===== src/rtl/rtd_pkg.sv =====
// Shared types and constants of the task dispatcher.
// Used by the controller, the datapath and the top level.
package rtd_pkg;

    localparam int NUM_TASKS   = 16;
    localparam int QUEUE_DEPTH = 16;
    localparam int ID_W        = 4;
    localparam int QP_W        = $clog2(QUEUE_DEPTH);
    localparam int CNT_W       = QP_W + 1;
    localparam int RES_MAX     = 4;

    localparam logic [1:0] OP_SUBMIT   = 2'd0;
    localparam logic [1:0] OP_NOTIFY   = 2'd1;
    localparam logic [1:0] OP_RSP_DONE = 2'd2;
    localparam logic [1:0] OP_RDP_DONE = 2'd3;

    localparam logic [1:0] KIND_GFX   = 2'd0;
    localparam logic [1:0] KIND_AUDIO = 2'd1;
    localparam logic [1:0] KIND_NULL  = 2'd2;

    localparam logic [2:0] ACT_START = 3'd0;
    localparam logic [2:0] ACT_DONE  = 3'd1;
    localparam logic [2:0] ACT_YIELD = 3'd2;
    localparam logic [2:0] ACT_SWAP  = 3'd3;
    localparam logic [2:0] ACT_ERROR = 3'd4;

    // One task table entry: attributes and running state bits.
    typedef struct packed {
        logic [1:0] kind;
        logic       nrsp;
        logic       nrdp;
        logic       swap;
        logic       has_fb;
        logic       yielded;
        logic       yld;
        logic       sp;
        logic       dp;
    } t_task;

    // One buffered result.
    typedef struct packed {
        logic [2:0]      action;
        logic [ID_W-1:0] id;
        logic            rdp;
    } t_res;

    // Commands from the controller to the datapath.
    typedef struct packed {
        logic latch;
        logic exec;
        logic dsel;
        logic dapp;
        logic emit;
    } t_cmd;

    // Status from the datapath to the controller.
    typedef struct packed {
        logic emit_last;
    } t_stat;

endpackage


===== src/rtl/rtd_ctrl.sv =====
// Controller state machine of the task dispatcher.
// Depends on rtd_pkg for the command and status types.
module rtd_ctrl import rtd_pkg::*; (
    input  logic  i_clk,
    input  logic  i_rst_n,
    input  logic  start,
    output logic  busy,
    input  t_stat i_stat,
    output t_cmd  o_cmd
);

    typedef enum logic [2:0] {
        S_IDLE,
        S_EXEC,
        S_DSEL,
        S_DAPP,
        S_EMIT
    } t_state;

    t_state r_state;

    // State register: one event walks through execute, dispatch and emit.
    always_ff @(posedge i_clk) begin
        if (!i_rst_n) begin
            r_state <= S_IDLE;
        end else begin
            case (r_state)
                S_IDLE: if (start) r_state <= S_EXEC;
                S_EXEC: r_state <= S_DSEL;
                S_DSEL: r_state <= S_DAPP;
                S_DAPP: r_state <= S_EMIT;
                S_EMIT: if (i_stat.emit_last) r_state <= S_IDLE;
                default: r_state <= S_IDLE;
            endcase
        end
    end

    // Command decode.
    always_comb begin
        o_cmd       = '0;
        o_cmd.latch = (r_state == S_IDLE) && start;
        o_cmd.exec  = (r_state == S_EXEC);
        o_cmd.dsel  = (r_state == S_DSEL);
        o_cmd.dapp  = (r_state == S_DAPP);
        o_cmd.emit  = (r_state == S_EMIT);
    end

    assign busy = (r_state != S_IDLE);

endmodule


===== src/rtl/rtd_dpath.sv =====
// Datapath of the task dispatcher: task table, queues, unit state, results.
// Depends on rtd_pkg; driven by commands from rtd_ctrl.
module rtd_dpath import rtd_pkg::*; (
    input  logic            i_clk,
    input  logic            i_rst_n,
    input  t_cmd            i_cmd,
    output t_stat           o_stat,
    input  logic [1:0]      i_operation,
    input  logic [3:0]      i_task_id,
    input  logic [1:0]      i_task_kind,
    input  logic            i_needs_rsp,
    input  logic            i_needs_rdp,
    input  logic            i_swap_buffer,
    input  logic            i_has_framebuffer,
    input  logic            i_framebuffer_ok,
    input  logic            i_rsp_yielded,
    output logic            o_valid,
    output logic [2:0]      o_action,
    output logic [3:0]      o_task_id_res,
    output logic            o_with_rdp,
    output logic            o_last
);

    // Latched event fields.
    logic [1:0]      r_op;
    logic [ID_W-1:0] r_tid;
    logic [1:0]      r_kind;
    logic            r_nrsp, r_nrdp, r_swap, r_hasfb, r_fbok, r_ryld;

    // Stores and unit state.
    t_task           r_tbl [NUM_TASKS];
    logic [ID_W-1:0] r_afifo [QUEUE_DEPTH];
    logic [ID_W-1:0] r_gdq [QUEUE_DEPTH];
    logic [QP_W-1:0] r_ahead, n_ahead, r_ghead, n_ghead;
    logic [CNT_W-1:0] r_acnt, n_acnt, r_gcnt, n_gcnt;
    logic            r_rsp_v, n_rsp_v, r_rdp_v, n_rdp_v;
    logic [ID_W-1:0] r_rsp_id, n_rsp_id, r_rdp_id, n_rdp_id;
    logic            r_disp, n_disp, r_pick, n_pick, r_both, n_both;
    logic [ID_W-1:0] r_pid, n_pid;

    // Result buffer and emit pointer.
    t_res            r_rb [RES_MAX];
    logic [2:0]      r_rcnt;
    logic [1:0]      r_eidx;

    // Write ports of the stores.
    logic            tbl_we, aq_we, gq_we;
    logic [ID_W-1:0] tbl_wa, aq_wd, gq_wd;
    logic [QP_W-1:0] aq_wa, gq_wa;
    t_task           tbl_wd;

    // Results raised this cycle, at most two.
    t_res            em [2];
    logic [1:0]      em_n;

    logic [ID_W-1:0] rd_addr;
    t_task           ent, upd;
    logic            full_q, sp_free, dp_free;
    logic [ID_W-1:0] hid;

    assign hid = r_gdq[r_ghead];

    // Table read address follows the step in progress.
    always_comb begin
        if (i_cmd.dsel) begin
            rd_addr = hid;
        end else if (i_cmd.dapp) begin
            rd_addr = r_pid;
        end else if (r_op == OP_SUBMIT) begin
            rd_addr = r_tid;
        end else if (r_op == OP_RDP_DONE) begin
            rd_addr = r_rdp_id;
        end else begin
            rd_addr = r_rsp_id;
        end
    end
    assign ent = r_tbl[rd_addr];

    // Next-state logic of the event steps.
    always_comb begin
        n_ahead  = r_ahead;
        n_acnt   = r_acnt;
        n_ghead  = r_ghead;
        n_gcnt   = r_gcnt;
        n_rsp_v  = r_rsp_v;
        n_rsp_id = r_rsp_id;
        n_rdp_v  = r_rdp_v;
        n_rdp_id = r_rdp_id;
        n_disp   = r_disp;
        n_pick   = r_pick;
        n_both   = r_both;
        n_pid    = r_pid;
        tbl_we   = 1'b0;
        tbl_wa   = rd_addr;
        tbl_wd   = ent;
        aq_we    = 1'b0;
        aq_wa    = r_ahead + r_acnt[QP_W-1:0];
        aq_wd    = r_tid;
        gq_we    = 1'b0;
        gq_wa    = r_ghead + r_gcnt[QP_W-1:0];
        gq_wd    = r_tid;
        em[0]    = '0;
        em[1]    = '0;
        em_n     = 2'd0;
        upd      = ent;
        full_q   = 1'b0;
        sp_free  = !r_rsp_v;
        dp_free  = !r_rdp_v;

        if (i_cmd.exec) begin
            n_disp = 1'b0;
            n_pick = 1'b0;
            case (r_op)
                OP_SUBMIT: begin
                    full_q = (r_kind == KIND_AUDIO) ? (r_acnt == CNT_W'(QUEUE_DEPTH))
                                                    : (r_gcnt == CNT_W'(QUEUE_DEPTH));
                    if (full_q) begin
                        em[0] = '{action: ACT_ERROR, id: r_tid, rdp: 1'b0};
                        em_n  = 2'd1;
                    end else begin
                        tbl_we = 1'b1;
                        tbl_wa = r_tid;
                        tbl_wd = '{kind: r_kind, nrsp: r_nrsp, nrdp: r_nrdp, swap: r_swap,
                                   has_fb: r_hasfb, yielded: 1'b0, yld: 1'b0,
                                   sp: r_nrsp, dp: r_nrdp};
                        if (r_kind == KIND_AUDIO) begin
                            aq_we  = 1'b1;
                            n_acnt = r_acnt + 1'b1;
                        end else begin
                            gq_we  = 1'b1;
                            n_gcnt = r_gcnt + 1'b1;
                        end
                    end
                end
                OP_NOTIFY: begin
                    if ((r_acnt != '0) && r_rsp_v) begin
                        if ((ent.kind != KIND_AUDIO) && !ent.yld) begin
                            upd.yld = 1'b1;
                            tbl_we  = 1'b1;
                            tbl_wd  = upd;
                            em[0]   = '{action: ACT_YIELD, id: r_rsp_id, rdp: 1'b0};
                            em_n    = 2'd1;
                        end
                    end else begin
                        n_disp = 1'b1;
                    end
                end
                OP_RSP_DONE: begin
                    if (!r_rsp_v) begin
                        em[0] = '{action: ACT_ERROR, id: '0, rdp: 1'b0};
                        em_n  = 2'd1;
                    end else begin
                        n_rsp_v = 1'b0;
                        n_disp  = 1'b1;
                        tbl_we  = 1'b1;
                        if (ent.yld && r_ryld) begin
                            upd.yielded = 1'b1;
                            if (r_gcnt == CNT_W'(QUEUE_DEPTH)) begin
                                em[0] = '{action: ACT_ERROR, id: r_rsp_id, rdp: 1'b0};
                                em_n  = 2'd1;
                            end else begin
                                n_ghead = r_ghead - 1'b1;
                                gq_we   = 1'b1;
                                gq_wa   = n_ghead;
                                gq_wd   = r_rsp_id;
                                n_gcnt  = r_gcnt + 1'b1;
                            end
                        end else begin
                            upd.sp = 1'b0;
                            if (!upd.sp && !upd.dp) begin
                                em[0] = '{action: ACT_DONE, id: r_rsp_id, rdp: 1'b0};
                                em[1] = '{action: ACT_SWAP, id: r_rsp_id, rdp: 1'b0};
                                em_n  = upd.swap ? 2'd2 : 2'd1;
                            end
                        end
                        tbl_wd = upd;
                    end
                end
                default: begin
                    if (!r_rdp_v) begin
                        em[0] = '{action: ACT_ERROR, id: '0, rdp: 1'b0};
                        em_n  = 2'd1;
                    end else begin
                        n_rdp_v = 1'b0;
                        n_disp  = 1'b1;
                        upd.dp  = 1'b0;
                        tbl_we  = 1'b1;
                        tbl_wd  = upd;
                        if (!upd.sp && !upd.dp) begin
                            em[0] = '{action: ACT_DONE, id: r_rdp_id, rdp: 1'b0};
                            em[1] = '{action: ACT_SWAP, id: r_rdp_id, rdp: 1'b0};
                            em_n  = upd.swap ? 2'd2 : 2'd1;
                        end
                    end
                end
            endcase
        end

        // Dispatch selection: audio first, then the head of the graphics deque.
        if (i_cmd.dsel && r_disp) begin
            if (sp_free && (r_acnt != '0)) begin
                n_pick  = 1'b1;
                n_both  = 1'b0;
                n_pid   = r_afifo[r_ahead];
                n_ahead = r_ahead + 1'b1;
                n_acnt  = r_acnt - 1'b1;
            end else if (r_gcnt != '0) begin
                if (ent.yielded || !ent.nrdp) begin
                    if (sp_free) begin
                        n_pick = 1'b1;
                        n_both = 1'b0;
                    end
                end else if (sp_free && dp_free && (!ent.has_fb || r_fbok)) begin
                    n_pick = 1'b1;
                    n_both = 1'b1;
                end
                if (n_pick) begin
                    n_pid   = hid;
                    n_ghead = r_ghead + 1'b1;
                    n_gcnt  = r_gcnt - 1'b1;
                end
            end
        end

        // Dispatch apply: a null task completes, any other starts on the RSP.
        if (i_cmd.dapp && r_pick) begin
            tbl_we = 1'b1;
            if (ent.kind == KIND_NULL) begin
                if (ent.nrsp) begin
                    upd.sp  = 1'b0;
                    n_rsp_v = 1'b0;
                end
                if (ent.nrdp) begin
                    upd.dp  = 1'b0;
                    n_rdp_v = 1'b0;
                end
                if (!upd.sp && !upd.dp) begin
                    em[0] = '{action: ACT_DONE, id: r_pid, rdp: 1'b0};
                    em[1] = '{action: ACT_SWAP, id: r_pid, rdp: 1'b0};
                    em_n  = upd.swap ? 2'd2 : 2'd1;
                end
            end else begin
                upd.yld     = 1'b0;
                upd.yielded = 1'b0;
                n_rsp_v     = 1'b1;
                n_rsp_id    = r_pid;
                if (r_both && !r_rdp_v) begin
                    n_rdp_v  = 1'b1;
                    n_rdp_id = r_pid;
                end
                em[0] = '{action: ACT_START, id: r_pid, rdp: r_both && !r_rdp_v};
                em_n  = 2'd1;
            end
            tbl_wd = upd;
        end
    end

    assign o_stat.emit_last = (r_rcnt == 3'd0) || ({1'b0, r_eidx} == r_rcnt - 3'd1);

    // Control registers.
    always_ff @(posedge i_clk) begin
        if (!i_rst_n) begin
            r_ahead  <= '0;
            r_acnt   <= '0;
            r_ghead  <= '0;
            r_gcnt   <= '0;
            r_rsp_v  <= 1'b0;
            r_rdp_v  <= 1'b0;
            r_rsp_id <= '0;
            r_rdp_id <= '0;
            r_disp   <= 1'b0;
            r_pick   <= 1'b0;
            r_both   <= 1'b0;
            r_pid    <= '0;
            r_rcnt   <= '0;
            r_eidx   <= '0;
            o_valid  <= 1'b0;
        end else begin
            r_ahead  <= n_ahead;
            r_acnt   <= n_acnt;
            r_ghead  <= n_ghead;
            r_gcnt   <= n_gcnt;
            r_rsp_v  <= n_rsp_v;
            r_rdp_v  <= n_rdp_v;
            r_rsp_id <= n_rsp_id;
            r_rdp_id <= n_rdp_id;
            r_disp   <= n_disp;
            r_pick   <= n_pick;
            r_both   <= n_both;
            r_pid    <= n_pid;
            o_valid  <= 1'b0;
            if (i_cmd.latch) begin
                r_rcnt <= '0;
                r_eidx <= '0;
            end else if (i_cmd.emit) begin
                if (r_rcnt != 3'd0) begin
                    o_valid <= 1'b1;
                    r_eidx  <= r_eidx + 1'b1;
                end
            end else begin
                r_rcnt <= r_rcnt + {1'b0, em_n};
            end
        end
    end

    // Payload registers: latched event, result buffer, stores and outputs.
    always_ff @(posedge i_clk) begin
        if (i_cmd.latch) begin
            r_op    <= i_operation;
            r_tid   <= i_task_id;
            r_kind  <= i_task_kind;
            r_nrsp  <= i_needs_rsp;
            r_nrdp  <= i_needs_rdp;
            r_swap  <= i_swap_buffer;
            r_hasfb <= i_has_framebuffer;
            r_fbok  <= i_framebuffer_ok;
            r_ryld  <= i_rsp_yielded;
        end
        if (em_n != 2'd0) begin
            r_rb[r_rcnt[1:0]] <= em[0];
        end
        if (em_n == 2'd2) begin
            r_rb[r_rcnt[1:0] + 2'd1] <= em[1];
        end
        if (tbl_we) begin
            r_tbl[tbl_wa] <= tbl_wd;
        end
        if (aq_we) begin
            r_afifo[aq_wa] <= aq_wd;
        end
        if (gq_we) begin
            r_gdq[gq_wa] <= gq_wd;
        end
        if (i_cmd.emit) begin
            o_action      <= r_rb[r_eidx].action;
            o_task_id_res <= r_rb[r_eidx].id;
            o_with_rdp    <= r_rb[r_eidx].rdp;
            o_last        <= o_stat.emit_last;
        end
    end

endmodule


===== src/rtl/rcp_task_dispatcher_core.sv =====
// Task dispatcher top level: an event is latched, then walks through execute, select and apply,
// then emits its results; busy is high from the execute step until emitting ends.
// The step sequence (execute, select, apply, emit) runs over one table port.
// Results appear one per cycle once emitting begins; the receiver cannot stall.
// Synchronous active-low reset empties both queues and marks both units idle.
module rcp_task_dispatcher_core import rtd_pkg::*; (
    input  logic       i_clk,
    input  logic       i_rst_n,
    input  logic       start,
    output logic       busy,
    input  logic [1:0] i_operation,
    input  logic [3:0] i_task_id,
    input  logic [1:0] i_task_kind,
    input  logic       i_needs_rsp,
    input  logic       i_needs_rdp,
    input  logic       i_swap_buffer,
    input  logic       i_has_framebuffer,
    input  logic       i_framebuffer_ok,
    input  logic       i_rsp_yielded,
    output logic       o_valid,
    output logic [2:0] o_action,
    output logic [3:0] o_task_id_res,
    output logic       o_with_rdp,
    output logic       o_last
);

    t_cmd  cmd;
    t_stat stat;

    // Controller.
    rtd_ctrl u_ctrl (
        .i_clk   (i_clk),
        .i_rst_n (i_rst_n),
        .start   (start),
        .busy    (busy),
        .i_stat  (stat),
        .o_cmd   (cmd)
    );

    // Datapath.
    rtd_dpath u_dpath (
        .i_clk             (i_clk),
        .i_rst_n           (i_rst_n),
        .i_cmd             (cmd),
        .o_stat            (stat),
        .i_operation       (i_operation),
        .i_task_id         (i_task_id),
        .i_task_kind       (i_task_kind),
        .i_needs_rsp       (i_needs_rsp),
        .i_needs_rdp       (i_needs_rdp),
        .i_swap_buffer     (i_swap_buffer),
        .i_has_framebuffer (i_has_framebuffer),
        .i_framebuffer_ok  (i_framebuffer_ok),
        .i_rsp_yielded     (i_rsp_yielded),
        .o_valid           (o_valid),
        .o_action          (o_action),
        .o_task_id_res     (o_task_id_res),
        .o_with_rdp        (o_with_rdp),
        .o_last            (o_last)
    );

endmodule


===== config.mk =====
export PLATFORM = sky130hd
export DESIGN_NAME = rcp_task_dispatcher_core
export DESIGN_NICKNAME = d
export VERILOG_FILES = /design/src/rtl/rtd_pkg.sv /design/src/rtl/rtd_ctrl.sv /design/src/rtl/rtd_dpath.sv /design/src/rtl/rcp_task_dispatcher_core.sv
export SDC_FILE = /design/constraint.sdc
export NUM_CORES = 1
export LEC_CHECK = 0
export ABC_CLOCK_PERIOD_IN_PS = 5800
export BUFFER_PORTS_ARGS = -buffer_cell sky130_fd_sc_hd__buf_4
export CAP_MARGIN = 30
export CELL_PAD_IN_SITES_DETAIL_PLACEMENT = 1
export CELL_PAD_IN_SITES_GLOBAL_PLACEMENT = 2
export CORE_MARGIN = 8
export CORE_UTILIZATION = 45
export CTS_CLUSTER_DIAMETER = 200
export DETAILED_ROUTE_END_ITERATION = 8
export PLACE_DENSITY_LB_ADDON = 0.3
export SYNTH_ARGS = -nofsm -noshare
export SYNTH_HDL_FRONTEND = slang
export SYNTH_HIERARCHICAL = 1
export SYNTH_SLANG_ARGS = --single-unit

===== constraint.sdc =====
create_clock -name i_clk -period 5.8 [get_ports i_clk]
set_clock_uncertainty 0.15 [all_clocks]
set_input_delay 0.58 -clock i_clk [delete_from_list [all_inputs] [get_ports i_clk]]
set_output_delay 0.58 -clock i_clk [all_outputs]
set_load 0.02 [all_outputs]

Yosys cells after proc, flatten, opt, wreduce, memory -nomap -nowiden
Memories as Yosys holds them, arrays and structs flattened. A register that Yosys moved wholly into a read port is not among the register bits.
Cells that the tools add are included.
{"block": "word_totals", "in_bits": 17, "mem_bits_rw": 320, "n_memories": 4, "elab_cells": 279, "reg_bits": 59, "out_inout_bits": 11}
{"memory": "u_dpath.r_tbl", "words": 16, "width": 10, "rd": 1, "rd_ports_with_merged_regs": 0, "write_ports": 1, "line_no": "rtd_dpath.sv:31", "rtl": "t_task r_tbl [NUM_TASKS];"}
{"memory": "u_dpath.r_afifo", "words": 16, "width": 4, "rd": 1, "rd_ports_with_merged_regs": 1, "write_ports": 1, "line_no": "rtd_dpath.sv:32", "rtl": "logic [ID_W-1:0] r_afifo [QUEUE_DEPTH];"}
{"memory": "u_dpath.r_gdq", "words": 16, "width": 4, "rd": 1, "rd_ports_with_merged_regs": 1, "write_ports": 1, "line_no": "rtd_dpath.sv:33", "rtl": "logic [ID_W-1:0] r_gdq [QUEUE_DEPTH];"}
{"memory": "u_dpath.r_rb", "words": 4, "width": 8, "rd": 1, "rd_ports_with_merged_regs": 1, "write_ports": 2, "line_no": "rtd_dpath.sv:42", "rtl": "t_res r_rb [RES_MAX];"}
{"block": "op_classes", "n_reduce_logical": 43, "bitwise": 3, "muxes": 173, "add_sub_neg": 13, "eq_ne": 17}
{"operator": "$mux 4", "n": 34}
{"operator": "$mux 8", "n": 11}
{"operator": "$mux 5", "n": 16}
{"operator": "$mux 1", "n": 77}
{"operator": "$mux 16", "n": 3}
{"operator": "$mux 10", "n": 3}
{"operator": "$pmux 10 s3", "n": 1}
{"operator": "$mux 14", "n": 2}
{"operator": "$mux 2", "n": 13}
{"operator": "$pmux 8 s3", "n": 1}
{"operator": "$pmux 8 s2", "n": 1}
{"operator": "$pmux 3 s5", "n": 1}
{"operator": "$mux 3", "n": 4}
{"operator": "$logic_and 1x1->1", "n": 11}
{"operator": "$add 5x1->5 const B", "n": 2}
{"operator": "$eq 5x5->1 const B", "n": 2}
{"operator": "$pmux 5 s2", "n": 1}
{"operator": "$reduce_bool 5->1", "n": 2}
{"operator": "$sub 5x1->5 const B", "n": 2}
{"operator": "$reduce_bool 3->1", "n": 3}
{"operator": "$add 4x1->4 const B", "n": 2}
{"operator": "$add 4x4->4", "n": 2}
{"operator": "$eq 2x2->1 const B", "n": 4}
{"operator": "$reduce_and 2->1", "n": 4}
{"operator": "other kinds (26)", "n": 47}

Depth between registers and ports, before layout
Gate-level depths: netlist of run 1.
An unclocked memory read counts as a cell.
{"block": "depth", "depth_word": 23, "ltp_mapped": 23, "depth_no_buf": 18}

Cells and area by module
The synthesis of run 1 kept the hierarchy.
{"mod": "rtd_dpath", "seq_area_each_um2": 11120.7, "cells_each": 1371, "n_inst": 1, "area_per_inst_um2": 17849.6}
{"mod": "rtd_ctrl", "seq_area_each_um2": 60.1, "cells_each": 18, "n_inst": 1, "area_per_inst_um2": 167.7}

Worst setup path after synthesis of run 1
Ideal clock, no wire load.
{"block": "synth_path", "kind": "reg2reg", "start": "register u_ctrl.r_state[0]", "end": "register u_dpath.r_rcnt[2]", "t_required_ns": 5.580, "path_buffers": 3, "period_less_slack_ns": 4.901, "path_stages_with_launch": 20, "slack_ns": 0.899, "setup_ns": 0.070, "arrival_ns": 4.681, "cell_sequence": "dfxtp_1 > buf_2 > and3b_1 > buf_1 > nand2_1 > a31o_2 > nand3_1 > buf_4 > mux2_2 > a22o_1 > or4_4 > a211oi_2 > a311oi_2 > o211ai_4 > o21a_1 > ha_1 > inv_1 > fa_1 > or3_1 > a21oi_1"}
{"element": "start, declared", "line_no": "rtd_ctrl.sv:20", "rtl": "t_state r_state;"}
{"element": "start signal, assigned", "line_no": "rtd_ctrl.sv:25", "rtl": "r_state <= S_IDLE;"}
{"element": "start signal, assigned", "line_no": "rtd_ctrl.sv:28", "rtl": "S_IDLE: if (start) r_state <= S_EXEC;"}
{"element": "start signal, assigned", "line_no": "rtd_ctrl.sv:29", "rtl": "S_EXEC: r_state <= S_DSEL;"}
{"element": "end signal, assigned", "line_no": "rtd_dpath.sv:301", "rtl": "r_rcnt <= r_rcnt + {1'b0, em_n};"}
{"element": "end, declared", "line_no": "rtd_dpath.sv:43", "rtl": "logic [2:0] r_rcnt;"}

==> impl_metrics.tcl, run 1 <==
set metrics [dict create \
    wl_per_cell_um 25.8 \
    drt-initial-drc-count 1219 \
    gp_congestion 0.872 \
    fin_setup_tns_ps 0 \
    post-route-min-period_ps 5550 \
    grt_pass1_wl_um 79900 \
    avgSynthCellArea_sq_um 13.0 \
    synth_edf_count 335 \
    start_kind "flip-flop" \
    pre_cts_ws_ps 213 \
    vias 12200 \
    rsz0062_at_grt "no" \
    syn_inst 1389 \
    overflow 0 \
    synth.area.top_cells "edfxtp_1, dfxtp_1, mux4_2" \
    layout_commonest_cell "edfxtp_1" \
    fp.dieW_um 216 \
    io_buffers 27 \
    initial_core_util_pct 45.5 \
    nNetsFinal 1526 \
    yosysWarningCount 6 \
    fmax_mhz 180 \
    ios 28 \
    setup_ws_ps 254 \
    async_flop_share_pct 0 \
    max-clock-path-buffers 3 \
    hpwlAfterDp_um 37400 \
    cts_root_buf "clkbuf_16" \
    postLayoutCoreUtil_pct 52.4 \
    drv_cap 0 \
    cts.clk_slew.worst_paths_ps 60 \
    period_share_pct 95.6 \
    clk_latency_ps 570 \
    grt_pass1_vias 12800 \
    crit_fanout 27 \
    net-switching-power_mw 1.77 \
    power_leakage_nw 7.18 \
    rows 73 \
    die_h_um 216 \
    ir_drop_mv 0.285 \
    ant_nets 0 \
    power_frac_comb_pct 12.9 \
    power_frac_seq_pct 47.1 \
    multi_input_area_sq_um 6450 \
    final.fill_count 4028 \
    routed_wl_um 52700 \
    clock-sinks 391 \
    cts_made_buffers 43 \
    status "completed" \
    syn_to_final_growth_pct 15.4 \
    synth_top_cell_by_area "edfxtp_1" \
    hold_violations 0 \
    via_per_inst 5.97 \
    power_density_nw_per_um2 332 \
    synth_nets 1429 \
    final_cell_mix "edfxtp_1, nand2_1, buf_4, nor2_1, mux2i_1" \
    dieArea_sq_um 46700 \
    grt_max_degree 38 \
    path_class "flip-flop to flip-flop" \
    finalSetupViolCount 0 \
    synth_top_area_share_pct 55.8 \
    worst_pin_slew_ps 1070 \
    antenna_cells 0 \
    crit_path_end_kind "flip-flop" \
    cts_tree "yes" \
    seqCellArea_sq_um 11200 \
    drc 0 \
    drv_slew 0 \
    hold_class "input port to flip-flop" \
    synth_area_sq_um 18000 \
    ys_seq_area_share_pct 62.1 \
    switching_share_pct 25.7 \
    synth_flop_cell "edfxtp_1" \
    ys_ff_latch 391 \
    antenna_found_initial 0 \
    max_slew_margin_pct 28.6 \
    arrival_ps 5880 \
    drive_above_1_share_pct 18.8 \
    p_int_mw 5.12 \
    drtPass1Iterations 5 \
    clkPwrFrac_pct 40.0 \
    core-area_sq_um 39600 \
    grt_usage_pct 22.4 \
    synth.distinct_cells 91 \
    ctsHtreeMaxLevel 2 \
    critPathRequiredTime_ps 6130 \
]
-- cell usage after synthesis, drive strengths merged, types with 5 or more instances --
cell       n
o22ai      5
mux2i     69
nor3b     10
a221oi     8
nor2     115
xor2       8
edfxtp   335
mux4      35
nand2    158
clkbuf    31
nor3      48
nor4b      5
nor2b      7
a31oi     18
nand4      8
or2        5
dfxtp     56
nand3     49
inv       36
nand2b    20
o21a       5
mux2      26
a21o       8
a22o       6
o31ai     19
a32oi     10
a311oi     5
and3       5
a21oi     47
o2111ai    5
o21ai     49
and2       9
ha        20
xnor2     16
a211oi    14
o211ai    14
nor4       5
buf       36
a22oi      9
-- power by group through the flow --
stage | Clock (mW) | Combinational, mW | Sequential, mW
4_1_cts | 2.82 | 0.876 | 3.25
3_5_place_dp | 0 | 0.871 | 3.30
3_3_place_gp | 0 | 0.839 | 3.30
6_report | 2.76 | 0.892 | 3.25
2_1_floorplan | 0 | 0.497 | 3.30
5_1_grt | 2.92 | 0.953 | 3.25
-- worst paths after layout --
kind | from | end | slack (ps) | cells past startpoint
setup / recovery | u_dpath/r_ghead[2] | u_dpath/r_rcnt[2] | 250 | 16
hold / removal | i_needs_rsp | u_dpath/r_nrsp | 30 | 1
setup reg to reg | u_dpath/r_ghead[2] | u_dpath/r_rcnt[2] | 250 | 16
hold reg to reg | u_dpath/r_rb[3][0] | u_dpath/r_rb[3][0] | 320 | 2
-- layout make-up --
class                      instances  share of cell area (%)
inverter                          36                   0.650
clock inverter                    24                    1.43
sequential                       391                    53.8
multi-input combinational        895                    31.0
timing repair buffer             119                    4.59
clock buffer                      53                    5.36
tap                              525                    3.16
-- registers in the layout, summed over array words and instances (netlist names), 5 cells and up, named ones only --
signal           flops
u_dpath/r_acnt       5
u_dpath/r_afifo     64
u_dpath/r_gcnt       5
u_dpath/r_gdq       64
u_dpath/r_rb        32
u_dpath/r_tbl      160
-- through the flow --
step	total power, mW	area (sq um)	cells	hold WS (ps)
floorplan	3.79	18000	1389	299
global placement	4.14	19300	1964	311
detailed placement	4.18	19300	1966	321
CTS	6.94	20700	2043	1.46
global route	7.12	20800	2043	4.38
finish	6.90	20800	2043	34.5
-- worst max-delay path: stages, from the launching register on --
cell	delay, ps
dfxtp_1	630
nor2b_1	450
a221oi_1	190
a22o_1	350
a21oi_4	450
buf_6	330
a211oi_1	120
or4b_1	610
a211oi_4	390
a311oi_2	100
o211ai_4	400
o21a_1	210
ha_1	140
inv_1	60
fa_1	400
or3_1	320
a21oi_1	160
-- per-layer routing --
metal / routed length, um / share of wire, % / global-route usage, %
met2: 24300 / 46 / 35.0
met1: 23600 / 45 / 30.9
met3: 3150 / 6.0 / 4.12
met5: 0 / 0 / 0
met4: 1710 / 3.2 / 8.23
-- kinds of logic after synthesis --
| logic type | count (synthesis) | share of synthesized area, % |
|---|---|---|
| simple gates | 463 | 12.2 |
| flops | 391 | 62.1 |
| buf+inv | 103 | 2.58 |
| fa+ha+maj | 23 | 1.72 |
| mux | 130 | 9.83 |
| compound gates | 255 | 10.5 |
| xor+xnor | 24 | 1.17 |
-- timing repair --
action                                  4_1_cts  5_1_grt
buffers inserted                              0        0
hold buffers                                  0        0
gates resized for setup                       0        9
endpoints found under the setup margin        0       20
No activity file was read; power rests on OpenSTA's default activity.
==> inputs of run 2 (changes only) <==
--- a/config.mk
+++ b/config.mk
@@ -15,6 +15,7 @@
 export CTS_CLUSTER_DIAMETER = 200
 export DETAILED_ROUTE_END_ITERATION = 8
 export PLACE_DENSITY_LB_ADDON = 0.3
+export REMOVE_ABC_BUFFERS = 1
 export SYNTH_ARGS = -nofsm -noshare
 export SYNTH_HDL_FRONTEND = slang
 export SYNTH_HIERARCHICAL = 1
==> run 2 against run 1 <==
  * Critical path depth grew 1
  * Sequential power about the same
  * Flip-flop and latch count stayed put
  * First-iteration DRC count down 32%
  * Sequential share of layout area rose by 0.055 points
  * Via count shrank 1.2%
  * Critical endpoint unchanged
==> impl_metrics.tcl, run 2 (same netlist as run 1, synthesis figures left out) <==
set metrics [dict create \
    ios 28 \
    dpl_cell_area_sq_um 19400 \
    wl_per_cell_um 24.6 \
    grt_pass1_vias 12700 \
    crit_path_end_kind "flip-flop" \
    gp_congestion 0.887 \
    drtPass1Iterations 7 \
    hold_class "input port to flip-flop" \
    path_class "flip-flop to flip-flop" \
    cts.clk_slew.worst_paths_ps 60 \
    dieArea_sq_um 46700 \
    antenna_cells 0 \
    drv_cap 0 \
    core-area_sq_um 39600 \
    switching_share_pct 25.9 \
    finalSetupViolCount 0 \
    worst_pin_slew_ps 1040 \
    grt_max_degree 27 \
    fp.dieW_um 216 \
    power_leakage_nw 7.18 \
    period_share_pct 95.4 \
    power_density_nw_per_um2 326 \
    grt_pass1_wl_um 77800 \
    rows 73 \
    ant_nets 0 \
    drc 0 \
    post-route-min-period_ps 5530 \
    final_cell_mix "edfxtp_1, nand2_1, buf_4, nor2_1, mux2i_1" \
    reg_top3 "u_dpath/r_tbl (160), u_dpath/r_afifo (64), u_dpath/r_gdq (64)" \
    power_frac_comb_pct 13.1 \
    largest_reg_flops 160 \
    max_slew_margin_pct 30.7 \
    post_cts_buffers 0 \
    cts_tree "yes" \
    arrival_ps 5880 \
    clk_latency_ps 570 \
    grt_usage_pct 21.5 \
    drv_slew 0 \
    min-delay-start "i_needs_rdp" \
    hold_violations 0 \
    pre_cts_ws_ps 306 \
    fin_cells 2052 \
    ir_drop_mv 0.225 \
    final.fill_count 4004 \
    nNetsFinal 1533 \
    top_register "u_dpath/r_tbl" \
    vias 12000 \
    net-switching-power_mw 1.75 \
    initial_core_util_pct 45.5 \
    fmax_mhz 181 \
    routed_wl_um 50400 \
    drive_above_1_share_pct 18.9 \
    die_h_um 216 \
    critPathLaunch "u_dpath/r_ghead[0]" \
    via_per_inst 5.87 \
    fin_area_sq_um 20800 \
    drt-initial-drc-count 828 \
    clock-sinks 391 \
    overflow 0 \
    cts_made_buffers 43 \
    antenna_found_initial 0 \
    status "completed" \
    syn_to_final_growth_pct 15.3 \
    hpwlAfterDp_um 36100 \
    ctsHtreeMaxLevel 2 \
    holdWs_ps 37.8 \
    rr_startpoint "u_dpath/r_ghead[0]" \
    clkPwrFrac_pct 39.1 \
    start_kind "flip-flop" \
    cts_root_buf "clkbuf_16" \
    p_int_mw 5.02 \
    power_frac_seq_pct 47.8 \
    setup_ws_ps 267 \
    io_buffers 27 \
    crit_fanout 10 \
    rsz0062_at_grt "no" \
    layout_commonest_cell "edfxtp_1" \
    critPathRequiredTime_ps 6140 \
    fin_setup_tns_ps 0 \
    dp.cells 1973 \
    max-clock-path-buffers 3 \
]
[run 2: path summary, 6_finish.rpt]
| kind | cells past startpoint | end | slack [ps] |
|---|---|---|---|
| min reg2reg | 2 | u_dpath/r_rb[3][7] | 340 |
| max | 17 | u_dpath/r_rcnt[2] | 270 |
| max reg2reg | 17 | u_dpath/r_rcnt[2] | 270 |
| min | 1 | u_dpath/r_nrdp | 40 |
[run 2: per-stage QoR]
| step | util, % | power (mW) |
|---|---|---|
| after floorplan | - | 3.78 |
| after global placement | 48.7 | 4.14 |
| after detailed placement | 48.9 | 4.18 |
| after CTS | 52.4 | 6.84 |
| after global routing | 52.4 | 7.00 |
| final | 52.4 | 6.78 |
[run 2: power by group through the flow]
stage                     clock network [mW]  logic, mW  registers [mW]
after CTS                               2.71      0.885            3.24
final                                   2.65      0.890            3.24
after detailed placement                   0      0.880            3.30
after global placement                     0      0.844            3.30
after global routing                    2.81      0.955            3.24
after floorplan                            0      0.474            3.30
[run 2: final cells by class]
cell class	count	area [sq um]	share of cell area, %
clock buffers	52	1130	5.45
clock inverters	27	243	1.17
inverters	36	135	0.651
multi-input cells	895	6420	30.9
flip-flops and latches	391	11200	53.8
well taps	525	657	3.16
repair buffers	126	1000	4.83
[run 2: metal layers]
metal	track usage (%)	vias up	routed length (um)
met5	0	-	0
met4	5.70	0	1010
met3	4.51	70	2780
met2	35.3	326	24300
met1	28.8	6140	22300
li1	-	5508	-
[run 2: timing repair]
item	in CTS	in global routing
setup endpoints to repair	0	1
hold buffers	0	0
gates resized for setup	0	1
endpoints found under the hold margin	0	0
[run 2: critical path, stage by stage, from the launching register on]
cell and delay (ps):
dfxtp_1 680, mux4_2 580, a222oi_1 360, a22o_1 390, a21boi_1 290, buf_4 250
nand2_1 140, a221oi_1 100, or4b_1 660, a211oi_2 340, a311oi_2 90, o211ai_4 240
o21a_1 150, ha_1 140, inv_1 50, fa_1 400, or3_1 310, a21oi_1 150
==> inputs of run 3 (changes only) <==
--- a/config.mk
+++ b/config.mk
@@ -10,7 +10,7 @@
 export CAP_MARGIN = 30
 export CELL_PAD_IN_SITES_DETAIL_PLACEMENT = 1
 export CELL_PAD_IN_SITES_GLOBAL_PLACEMENT = 2
-export CORE_MARGIN = 8
+export CORE_MARGIN = 2
 export CORE_UTILIZATION = 45
 export CTS_CLUSTER_DIAMETER = 200
 export DETAILED_ROUTE_END_ITERATION = 8
==> constraint.sdc (replaced) <==
create_clock -name i_clk -period 5.8 [get_ports i_clk]
set_clock_uncertainty 0.15 [all_clocks]
set_input_delay 0.29 -clock i_clk [delete_from_list [all_inputs] [get_ports i_clk]]
set_output_delay 0.29 -clock i_clk [all_outputs]
set_load 0.02 [all_outputs]
==> run 3 against run 2 <==
  * Register-to-register slack gained 80 ps
  * Hold slack gained 230 ps
  * Critical endpoint unchanged
  * Die area shrank 11%
  * Cell count grew 1.1%
  * Largest cell class unchanged
==> impl_metrics.tcl, run 3 (same netlist as run 1, synthesis figures left out) <==
set metrics [dict create \
    ctsHtreeMaxLevel 2 \
    fp.dieW_um 204 \
    hpwlAfterDp_um 36000 \
    crit_fanout 16 \
    clkPwrFrac_pct 40.4 \
    rows 73 \
    cts_root_buf "clkbuf_16" \
    syn_to_final_growth_pct 16.9 \
    rsz0062_at_grt "no" \
    antenna_found_initial 1 \
    start_kind "flip-flop" \
    gp_congestion 0.873 \
    r2r_cells 15 \
    max-clock-path-buffers 3 \
    path_class "flip-flop to flip-flop" \
    ir_drop_mv 0.223 \
    finalPower_mw 6.93 \
    grt_pass1_wl_um 79300 \
    reg2reg_slack_ps 350 \
    finalSetupViolCount 0 \
    wl_per_cell_um 24.8 \
    holdPathStages 2 \
    overflow 0 \
    reg_top3 "u_dpath/r_tbl (160), u_dpath/r_afifo (64), u_dpath/r_gdq (64)" \
    post-route-min-period_ps 5450 \
    final_cell_mix "edfxtp_1, nand2_1, buf_4, nor2_1, mux2i_1" \
    crit_top_cell "a21oi_1" \
    ant_nets 0 \
    p_int_mw 5.12 \
    via_per_inst 5.89 \
    holdWs_ps 272 \
    dpl_cell_area_sq_um 19400 \
    dieArea_sq_um 41700 \
    layout_commonest_cell "edfxtp_1" \
    fin_area_sq_um 21100 \
    power_density_nw_per_um2 329 \
    initial_core_util_pct 45.5 \
    crit_path_end_kind "flip-flop" \
    nNetsFinal 1554 \
    power_frac_seq_pct 46.7 \
    max_slew_margin_pct 43.5 \
    net-switching-power_mw 1.81 \
    power_leakage_nw 7.32 \
    hold_violations 0 \
    clock-sinks 391 \
    worst_pin_slew_ps 848 \
    hold_class "input port to flip-flop" \
    grt_max_degree 26 \
    status "completed" \
    vias 12200 \
    arrival_ps 5810 \
    period_share_pct 94.0 \
    fmax_mhz 183 \
    clk_latency_ps 590 \
    critPathRequiredTime_ps 6160 \
    final.fill_count 3994 \
    drive_above_1_share_pct 19.2 \
    ios 28 \
    largest_reg_flops 160 \
    grt_usage_pct 25.3 \
    multi_input_area_sq_um 6440 \
    drt-initial-drc-count 925 \
    grt_pass1_vias 12700 \
    power_frac_comb_pct 12.9 \
    postLayoutCoreUtil_pct 53.2 \
    min-delay-start "i_swap_buffer" \
    core-area_sq_um 39600 \
    r2r-end "u_dpath/r_rcnt[2]" \
    routed_wl_um 51500 \
    cts_made_buffers 44 \
    cts.clk_slew.worst_paths_ps 60 \
    seqCellArea_sq_um 11200 \
    drv_cap 0 \
    rr_startpoint "u_dpath/r_ghead[0]" \
    io_buffers 27 \
    cp_slowest_cell "o41a_1" \
    antenna_cells 0 \
    drtPass1Iterations 5 \
    cp_slowest_stage_delay_ps 580 \
    switching_share_pct 26.1 \
    top_register "u_dpath/r_tbl" \
    die_h_um 204 \
    cts_tree "yes" \
    drc 0 \
    min_to "u_dpath/r_swap" \
    crit_chain "buf_12, mux2i_1, a221oi_1, nand3_1, nand3_4, mux2_2, a22o_1, o41a_1, nor3_2, nor2_1, a21oi_1, inv_1, fa_1, or3_1, a21oi_1" \
    drv_slew 0 \
]
[run 3: cell count changes in the layout (fill, tap and decap cells not counted), sizes merged]
| cell | delta |
|---|---|
| buf | +2 |
| dlygate4sd3 | +17 |
| clkinv | +6 |
| bufinv | +2 |
| inv | +1 |
| clkbuf | -3 |
| clkinvlp | -2 |
[run 3: per-layer routing]
layer | global-route usage [%] | up-vias | wire (um)
met3 | 4.24 | 95 | 2840
met5 | 0 | - | 0
met1 | 34.4 | 6235 | 22500
met4 | 8.85 | 0 | 1550
li1 | - | 5563 | -
met2 | 41.1 | 336 | 24600
[run 3: power groups by stage]
stage / clock network, mW / registers, mW / logic, mW
final: 2.80 / 3.24 / 0.896
after global routing: 2.96 / 3.24 / 0.961
after CTS: 2.86 / 3.24 / 0.866
after detailed placement: 0 / 3.30 / 0.855
after global placement: 0 / 3.30 / 0.822
after floorplan: 0 / 3.30 / 0.474
[run 3: worst max path at each step]
stage	start	to	slack (ps)	cells after the start
CTS	u_dpath/r_ghead[0]	u_dpath/r_gdq[0][3]	110	14
floorplan	u_dpath/r_ghead[0]	u_dpath/r_gdq[12][0]	-1150	11
global placement	u_ctrl/r_state[1]	u_dpath/r_gdq[0][3]	210	14
finish	u_dpath/r_ghead[0]	u_dpath/r_rcnt[2]	350	15
global route	u_dpath/r_ghead[0]	u_dpath/r_rcnt[2]	30	16
detailed placement	u_ctrl/r_state[1]	u_dpath/r_gdq[0][3]	170	15
[run 3: per-stage QoR]
| stage | setup slack, ps | TNS, ps | cells |
|---|---|---|---|
| floorplan | -1150 | -265020 | 1322 |
| global placement | 208 | 0 | 1964 |
| detailed placement | 168 | 0 | 1968 |
| CTS | 111 | 0 | 2067 |
| global route | 27.6 | 0 | 2075 |
| finish | 350 | 0 | 2075 |
[run 3: layout make-up]
type                    instances  area share (%)
clock inverters                34            1.56
inverters                      36           0.641
flip-flops and latches        391            53.1
multi-input cells             895            30.6
repair buffers                146            5.74
well taps                     525            3.12
clock buffers                  48            5.30
[run 3: what timing repair did]
action,in CTS,in global routing
setup buffers,0,3
setup endpoints to repair,0,50
hold endpoints to repair,21,0
resized for setup,0,5
hold buffers,17,0
[run 3: critical path: cells and delay by family, from the launching register on]
kind	cells	cell delay, ps
buf+inv	2	310
compound gates	5	1950
fa+ha+maj	1	380
flops	1	530
simple gates	5	1550
mux	2	480
